===== src/rtl/fsc_pkg.sv =====
// shared constants and types for the fractional step clock
`default_nettype none

package fsc_pkg;

    localparam int FRAC_BITS   = 8;
    localparam int TIME_W      = 64;
    localparam int ACC_W       = 64;
    localparam int PERIOD_W    = 40;
    localparam int OP_W        = 3;
    localparam int STEP_W      = 31;
    localparam int MODE_W      = 2;
    localparam int DIV_CNT_W   = 6;

    localparam logic [OP_W-1:0] OP_UPDATE = 3'd0;
    localparam logic [OP_W-1:0] OP_START  = 3'd1;
    localparam logic [OP_W-1:0] OP_STOP   = 3'd2;
    localparam logic [OP_W-1:0] OP_PAUSE  = 3'd3;
    localparam logic [OP_W-1:0] OP_RESUME = 3'd4;
    localparam logic [OP_W-1:0] OP_REBASE = 3'd5;

    localparam logic [MODE_W-1:0] MODE_STOPPED = 2'd0;
    localparam logic [MODE_W-1:0] MODE_PLAYING = 2'd1;
    localparam logic [MODE_W-1:0] MODE_PAUSED  = 2'd2;

    typedef struct packed {
        logic item_load;
        logic exec;
        logic accum;
        logic div_init;
        logic div_step;
        logic div_end;
        logic out_load;
    } fsc_cmd_t;

    typedef struct packed {
        logic advance;
        logic step_skip;
        logic div_done;
    } fsc_status_t;

endpackage

`default_nettype wire


===== src/rtl/fsc_dpath.sv =====
// datapath: clock state, accumulator, shift-subtract divider and result register
`default_nettype none

module fsc_dpath
    import fsc_pkg::*;
(
    input  wire logic                 clk,
    input  wire logic                 rst_n,
    input  wire fsc_cmd_t             cmd,
    output fsc_status_t               status,
    input  wire logic                 cfg_we,
    input  wire logic [PERIOD_W-1:0]  cfg_wdata,
    input  wire logic [OP_W-1:0]      op,
    input  wire logic [TIME_W-1:0]    now,
    output logic [STEP_W-1:0]         step_count,
    output logic [MODE_W-1:0]         run_status
);

    logic [PERIOD_W-1:0]  period_reg;
    logic [MODE_W-1:0]    mode_reg;
    logic [MODE_W-1:0]    mode_next;
    logic [TIME_W-1:0]    last_time_reg;
    logic [TIME_W-1:0]    last_time_next;
    logic [ACC_W-1:0]     acc_reg;
    logic [ACC_W-1:0]     acc_next;

    logic [OP_W-1:0]      op_reg;
    logic [TIME_W-1:0]    now_reg;
    logic [TIME_W-1:0]    delta_reg;
    logic [STEP_W-1:0]    steps_reg;
    logic [STEP_W-1:0]    steps_next;

    logic [ACC_W-1:0]     div_q_reg;
    logic [PERIOD_W-1:0]  div_r_reg;
    logic [DIV_CNT_W-1:0] div_cnt_reg;
    logic [PERIOD_W:0]    div_trial;
    logic [PERIOD_W:0]    div_diff;
    logic                 div_bit;

    logic [STEP_W-1:0]    step_count_reg;
    logic [MODE_W-1:0]    run_status_reg;

    assign status.advance   = (op_reg == OP_UPDATE) && (mode_reg == MODE_PLAYING);
    assign status.step_skip = (period_reg == '0) || (acc_reg < {{(ACC_W-PERIOD_W){1'b0}}, period_reg});
    assign status.div_done  = (div_cnt_reg == {DIV_CNT_W{1'b1}});

    // one restoring step per cycle, quotient bits shift in behind the dividend
    assign div_trial = {div_r_reg, div_q_reg[ACC_W-1]};
    assign div_diff  = div_trial - {1'b0, period_reg};
    assign div_bit   = (div_trial >= {1'b0, period_reg});

    always_comb
    begin
        mode_next      = mode_reg;
        last_time_next = last_time_reg;
        acc_next       = acc_reg;
        steps_next     = steps_reg;
        if (cmd.exec)
        begin
            steps_next = '0;
            case (op_reg)
                OP_UPDATE:
                begin
                    if (mode_reg == MODE_PLAYING)
                    begin
                        last_time_next = now_reg;
                    end
                end
                OP_START:
                begin
                    mode_next      = MODE_PLAYING;
                    last_time_next = now_reg;
                    acc_next       = {{(ACC_W-PERIOD_W){1'b0}}, period_reg};
                end
                OP_STOP:
                begin
                    mode_next = MODE_STOPPED;
                end
                OP_PAUSE:
                begin
                    mode_next = MODE_PAUSED;
                end
                OP_RESUME:
                begin
                    if (mode_reg == MODE_PAUSED)
                    begin
                        mode_next      = MODE_PLAYING;
                        last_time_next = now_reg;
                    end
                end
                OP_REBASE:
                begin
                    last_time_next = now_reg;
                    acc_next       = '0;
                end
                default:
                begin
                    mode_next = mode_reg;
                end
            endcase
        end
        if (cmd.accum)
        begin
            acc_next = acc_reg + (delta_reg << FRAC_BITS);
        end
        if (cmd.div_end)
        begin
            acc_next = {{(ACC_W-PERIOD_W){1'b0}}, div_r_reg};
            // saturate the quotient to the step count range
            if (div_q_reg[ACC_W-1:STEP_W] != '0)
            begin
                steps_next = {STEP_W{1'b1}};
            end
            else
            begin
                steps_next = div_q_reg[STEP_W-1:0];
            end
        end
    end

    always_ff @(posedge clk or negedge rst_n)
    begin
        if (!rst_n)
        begin
            period_reg    <= '0;
            mode_reg      <= MODE_STOPPED;
            last_time_reg <= '0;
            acc_reg       <= '0;
        end
        else
        begin
            if (cfg_we)
            begin
                period_reg <= cfg_wdata;
            end
            mode_reg      <= mode_next;
            last_time_reg <= last_time_next;
            acc_reg       <= acc_next;
        end
    end

    always_ff @(posedge clk)
    begin
        if (cmd.item_load)
        begin
            op_reg  <= op;
            now_reg <= now;
        end
        if (cmd.exec)
        begin
            delta_reg <= now_reg - last_time_reg;
        end
        steps_reg <= steps_next;
        if (cmd.div_init)
        begin
            div_q_reg   <= acc_reg;
            div_r_reg   <= '0;
            div_cnt_reg <= '0;
        end
        else if (cmd.div_step)
        begin
            div_q_reg   <= {div_q_reg[ACC_W-2:0], div_bit};
            div_r_reg   <= div_bit ? div_diff[PERIOD_W-1:0] : div_trial[PERIOD_W-1:0];
            div_cnt_reg <= div_cnt_reg + 1'b1;
        end
        if (cmd.out_load)
        begin
            step_count_reg <= steps_reg;
            run_status_reg <= mode_reg;
        end
    end

    assign step_count = step_count_reg;
    assign run_status = run_status_reg;

endmodule

`default_nettype wire


===== src/rtl/fsc_ctrl.sv =====
// controller: sequences one word through execute, accumulate, divide and write-out
`default_nettype none

module fsc_ctrl
    import fsc_pkg::*;
(
    input  wire logic        clk,
    input  wire logic        rst_n,
    input  wire logic        in_valid,
    output logic             in_stall,
    output logic             out_valid,
    input  wire logic        out_stall,
    output fsc_cmd_t         cmd,
    input  wire fsc_status_t status
);

    localparam logic [2:0] ST_IDLE  = 3'd0;
    localparam logic [2:0] ST_EXEC  = 3'd1;
    localparam logic [2:0] ST_ACCUM = 3'd2;
    localparam logic [2:0] ST_CHECK = 3'd3;
    localparam logic [2:0] ST_DIV   = 3'd4;
    localparam logic [2:0] ST_DEND  = 3'd5;
    localparam logic [2:0] ST_WB    = 3'd6;

    logic [2:0] state_reg;
    logic [2:0] state_next;
    logic       out_valid_reg;
    logic       out_valid_next;
    logic       out_free;

    assign in_stall  = (state_reg != ST_IDLE);
    assign out_valid = out_valid_reg;
    assign out_free  = !out_valid_reg || !out_stall;

    always_comb
    begin
        state_next     = state_reg;
        cmd            = '0;
        out_valid_next = out_valid_reg && out_stall;
        case (state_reg)
            ST_IDLE:
            begin
                if (in_valid)
                begin
                    cmd.item_load = 1'b1;
                    state_next    = ST_EXEC;
                end
            end
            ST_EXEC:
            begin
                cmd.exec   = 1'b1;
                state_next = status.advance ? ST_ACCUM : ST_WB;
            end
            ST_ACCUM:
            begin
                cmd.accum  = 1'b1;
                state_next = ST_CHECK;
            end
            ST_CHECK:
            begin
                if (status.step_skip)
                begin
                    state_next = ST_WB;
                end
                else
                begin
                    cmd.div_init = 1'b1;
                    state_next   = ST_DIV;
                end
            end
            ST_DIV:
            begin
                cmd.div_step = 1'b1;
                if (status.div_done)
                begin
                    state_next = ST_DEND;
                end
            end
            ST_DEND:
            begin
                cmd.div_end = 1'b1;
                state_next  = ST_WB;
            end
            ST_WB:
            begin
                // hold the word until the output register is free
                if (out_free)
                begin
                    cmd.out_load   = 1'b1;
                    out_valid_next = 1'b1;
                    state_next     = ST_IDLE;
                end
            end
            default:
            begin
                state_next = ST_IDLE;
            end
        endcase
    end

    always_ff @(posedge clk or negedge rst_n)
    begin
        if (!rst_n)
        begin
            state_reg     <= ST_IDLE;
            out_valid_reg <= 1'b0;
        end
        else
        begin
            state_reg     <= state_next;
            out_valid_reg <= out_valid_next;
        end
    end

endmodule

`default_nettype wire


===== src/rtl/fractional_step_clock.sv =====
// top level of the fractional step clock
//
// input channel: in_valid / in_stall with op and now. a word is taken when
// in_valid is high and in_stall is low; in_stall is high while a word is
// being worked on. each input word gives exactly one output word on
// out_valid / out_stall with step_count and run_status.
// control ops and updates while not playing go from execute straight to
// write-out; an update that fires no step goes through execute, accumulate
// and check; an update that fires also runs the shift-subtract divide of the
// accumulator by step_period and a divide-end step before write-out.
// one word is in flight at a time: the next word is taken only after the last
// is loaded into the output register. step_period is written through cfg_we /
// cfg_wdata while the block is idle; the user is bound to this, the block
// itself does not enforce it. reset clears the mode to stopped and last time,
// accumulator and period to zero; no word is pending after reset.
// a stalled output word holds; the next input word may be taken and worked
// on meanwhile, and its result waits until the output register is free.
`default_nettype none

module fractional_step_clock
    import fsc_pkg::*;
(
    input  wire logic                 clk,
    input  wire logic                 rst_n,
    input  wire logic                 cfg_we,
    input  wire logic [PERIOD_W-1:0]  cfg_wdata,
    input  wire logic                 in_valid,
    output logic                      in_stall,
    input  wire logic [OP_W-1:0]      op,
    input  wire logic [TIME_W-1:0]    now,
    output logic                      out_valid,
    input  wire logic                 out_stall,
    output logic [STEP_W-1:0]         step_count,
    output logic [MODE_W-1:0]         run_status
);

    fsc_cmd_t    cmd;
    fsc_status_t status;

    fsc_ctrl u_ctrl (
        .clk       (clk),
        .rst_n     (rst_n),
        .in_valid  (in_valid),
        .in_stall  (in_stall),
        .out_valid (out_valid),
        .out_stall (out_stall),
        .cmd       (cmd),
        .status    (status)
    );

    fsc_dpath u_dpath (
        .clk        (clk),
        .rst_n      (rst_n),
        .cmd        (cmd),
        .status     (status),
        .cfg_we     (cfg_we),
        .cfg_wdata  (cfg_wdata),
        .op         (op),
        .now        (now),
        .step_count (step_count),
        .run_status (run_status)
    );

endmodule

`default_nettype wire


===== config.mk =====
export PLATFORM = sky130hd
export DESIGN_NAME = fractional_step_clock
export DESIGN_NICKNAME = d
export VERILOG_FILES = /design/src/rtl/fsc_pkg.sv /design/src/rtl/fsc_dpath.sv /design/src/rtl/fsc_ctrl.sv /design/src/rtl/fractional_step_clock.sv
export SDC_FILE = /design/constraint.sdc
export NUM_CORES = 1
export LEC_CHECK = 0
export BUFFER_PORTS_ARGS = -buffer_cell sky130_fd_sc_hd__buf_2
export CAP_MARGIN = 10
export CORE_MARGIN = 4
export CORE_UTILIZATION = 56
export CTS_CLUSTER_SIZE = 12
export DETAILED_ROUTE_END_ITERATION = 10
export PLACE_DENSITY = 0.81
export SYNTH_ARGS = -nofsm -noshare
export SYNTH_HDL_FRONTEND = slang
export SYNTH_HIERARCHICAL = 1
export SYNTH_SLANG_ARGS = --single-unit

===== constraint.sdc =====
create_clock -name clk -period 4.6 [get_ports clk]
set_input_delay 0.92 -clock clk [delete_from_list [all_inputs] [get_ports clk]]
set_output_delay 0.92 -clock clk [all_outputs]
set_load 0.02 [all_outputs]

==> results.py <==
metrics = {
    "run_status": {
        "status": "complete, no violations",
    },
    "setup_path": {
        "worst_setup_path_end_kind": "register",
        "worstSetupPathType": "reg -> reg",
        "reg2reg_to": "u_dpath/div_q_reg[49]$_DFFE_PP_",
        "startpoint": "u_dpath/period_reg[11]$_DFFE_PN0P_",
        "cp_max_fo": 65,
        "worst_setup_path_start_kind": "register",
        "endpoint": "u_dpath/div_q_reg[49]$_DFFE_PP_",
        "arrival_ps": 4640,
        "r2r_cells": 13,
        "r2r_slack_ps": 300,
        "required_ps": 4940,
        "crit-reg2reg-launch": "u_dpath/period_reg[11]$_DFFE_PN0P_",
    },
    "placement": {
        "dpl_cell_area_sq_um": 28100,
        "port_buffers": 138,
        "dp_hpwl_microns": 50400,
        "place_congestion": 0.995,
    },
    "detailed_routing": {
        "first_pass_iters": 9,
        "num_vias": 21000,
        "wl_met2_microns": 30900,
        "via_per_inst": 6.18,
        "dr_wl_met3_microns": 5520,
        "finalWirelength_microns": 67400,
        "drtIter0Drc": 2094,
        "wire_per_inst_microns": 19.9,
        "drc_errors": 0,
        "antenna_left": 0,
        "top_layer": "met5",
        "met1_length_microns": 28400,
    },
    "clocking": {
        "cts.clk_slew.worst_paths_ps": 60,
        "cts_hold_buffers": 0,
        "clock_sinks": 455,
        "cts_tree": "done",
        "cts_setup_buffers": 0,
        "cts_made_buffers": 48,
        "cts_max_level": 2,
        "clockRootBuffer": "clkbuf_16",
        "cts_resized": 0,
        "clk_latency_ps": 590,
        "clockBufferDepth": 3,
    },
    "yosys": {
        "yosys_warnings": 6,
        "synth_largest_area_cell": "edfxtp_1",
        "syn-cell-area_sq_um": 26700,
        "netlist_instances": 2639,
        "avgSynthCellArea_sq_um": 10.1,
        "synth-edff-count": 243,
        "synthArstFlopShare_pct": 36.5,
        "ys_types": 93,
        "syn-num-nets": 2944,
        "synthFlopType": "edfxtp_1",
        "synth_seq_cells": 455,
        "ys_seq_area_share_pct": 46.3,
        "synth_area_leaders": "edfxtp_1, dfrtp_1, ha_1, mux2_2, a21oi_1",
        "synth_top_area_share_pct": 27.3,
    },
    "floorplanning": {
        "die_h_microns": 226,
        "die_w_microns": 226,
        "core_area_sq_um": 46900,
        "rows": 79,
        "io_pins": 147,
        "start_util_pct": 57.0,
        "die-area_sq_um": 51300,
    },
    "timing": {
        "hold_viol": 0,
        "period_share_pct": 93.5,
        "rsz0062_at_grt": "false",
        "setup_viol": 0,
        "fin_setup_tns_ps": 0,
        "worstMarginPinSlew_ps": 1190,
        "slew_violations": 0,
        "min_period_ps": 4300,
        "max_slew_margin_pct": 20.3,
        "fmaxAchievable_mhz": 232,
        "finClkSkew_ps": 17.5,
        "hold_ws_ps": 302,
    },
    "cells_and_area": {
        "drive_above_1_share_pct": 14.8,
        "fill_cells": 3722,
        "syn_to_final_growth_pct": 10.9,
        "design_area_sq_um": 29600,
        "final_util_pct": 63.3,
        "nets": 3052,
    },
    "grt": {
        "grt_max_degree": 74,
        "grt_pass1_wl_microns": 108000,
        "grt_pass1_vias": 20600,
        "antenna_found_initial": 1,
        "grt_use_total_pct": 26.2,
        "overflow": 0,
    },
    "pwr": {
        "pwr-share-seq_pct": 31.0,
        "power_density_nw_per_um2": 812,
        "ir_drop_mv": 0.370,
        "power.leakage_nw": 12.5,
        "p_sw_share_pct": 43.0,
        "p_total_mw": 24.1,
        "p_switching_mw": 10.4,
        "clkPwrFrac_pct": 15.7,
        "comb_power_share_pct": 53.3,
        "p_int_mw": 13.7,
    },
    "job": {
        "drv_cap": 0,
    },
    "worst_hold_path": {
        "hold_path.class": "in -> async",
    },
}
-- cells in the mapped netlist, types with 5 or more instances --
cell type	number
a211oi_1	20
a21boi_1	5
a21o_1	92
a21oi_1	211
a221o_1	17
a221oi_1	17
a22o_1	24
a311oi_1	23
a31oi_1	19
and2_1	6
and3_1	27
buf_2	11
clkbuf_1	101
dfrtp_1	166
dfxtp_1	46
edfxtp_1	243
ha_1	190
inv_1	143
mux2_2	119
mux2i_1	14
nand2_1	231
nand2b_1	31
nand3_1	37
nand4_1	48
nor2_1	216
nor2b_1	24
nor3_1	22
nor4_1	29
o211ai_1	8
o21a_1	21
o21ai_0	182
o21ai_1	11
o21bai_1	27
o22ai_1	8
o31a_1	8
o31ai_1	11
xnor2_1	85
xor2_1	51
-- layout by cell type (no fill, tap or decap), types with 22 or more instances in the layout --
cell type and instances:
edfxtp_1 243, a21o_1 92, mux2_2 119, a311oi_1 23
dfrtp_1 166, nor2_1 215, dfxtp_1 46, nand4_1 48
a22o_1 24, nand2_1 231, a21oi_1 210, buf_2 137
ha_1 190, buf_4 37, nand3_1 37, o21bai_1 27
xor2_1 51, nand2b_1 31, o21ai_0 182, nor2b_1 24
nor4_1 29, nor3_1 22, inv_1 141, clkbuf_16 48
and3_1 27, xnor2_1 85
-- area by class of cell --
class	count	area [sq um]	area share (%)
timing repair buffer	178	1030	3.46
sequential	455	12400	41.7
clock inverter	13	156	0.528
tap	607	759	2.56
multi-input combinational	1921	13400	45.2
inverter	143	537	1.81
clock buffer	77	1380	4.67
antenna	1	2.50	0.00844
-- kinds of logic after synthesis --
family / Yosys count / synth area share, %
AND/OR/NAND/NOR: 697 / 12.1
AO/OA/AOI/OAI: 762 / 18.7
adder cells (fa/ha/maj): 193 / 9.12
multiplexers: 133 / 5.54
flip-flops: 455 / 46.3
XOR/XNOR: 136 / 4.46
buffers and inverters: 263 / 3.82
-- metal layers --
metal,track usage (%),vias up
met1,35.2,9988
met5,0,-
met2,42.5,899
met4,10.1,2
li1,-,9926
met3,4.83,153
-- through the flow --
step                      setup WS (ps)  instances
after floorplan                    42.5       2639
after global placement              307       3304
after detailed placement            238       3304
after CTS                           239       3394
after global routing               79.8       3394
final                               298       3395
-- how the worst min path moves through the flow --
stage	startpoint	end	slack [ps]	cells past startpoint
6_report	rst_n	u_ctrl/state_reg[0]$_DFFE_PN0P_	300	1
2_1_floorplan	u_dpath/steps_reg[0]$_SDFFCE_PN0P_	u_dpath/step_count[0]$_DFFE_PP_	400	0
3_5_place_dp	u_dpath/steps_reg[6]$_SDFFCE_PN0P_	u_dpath/step_count[6]$_DFFE_PP_	400	0
3_3_place_gp	u_dpath/steps_reg[2]$_SDFFCE_PN0P_	u_dpath/step_count[2]$_DFFE_PP_	400	0
4_1_cts	rst_n	u_ctrl/out_valid$_DFF_PN0_	300	1
5_1_grt	rst_n	u_ctrl/state_reg[0]$_DFFE_PN0P_	330	1
-- power by group through the flow --
stage,Clock [mW],Combinational (mW),Sequential [mW]
5_1_grt,4.01,14.1,7.61
6_report,3.77,12.8,7.47
2_1_floorplan,0,9.62,7.08
3_5_place_dp,0,12.5,7.49
4_1_cts,3.85,12.6,7.43
3_3_place_gp,0,12.1,7.41
-- worst max-delay path: stages, from the launching register on --
cell     delay (ps)
dfrtp_1         380
inv_1            80
ha_1            320
nand4_1         180
nor2_1          210
o21ai_0         110
a21oi_1         280
o31ai_1         160
a211o_1         320
a21oi_1         160
o22ai_1         160
nor3b_2         680
buf_6           560
mux2_2          420
Power figures use the tool's default switching activity.
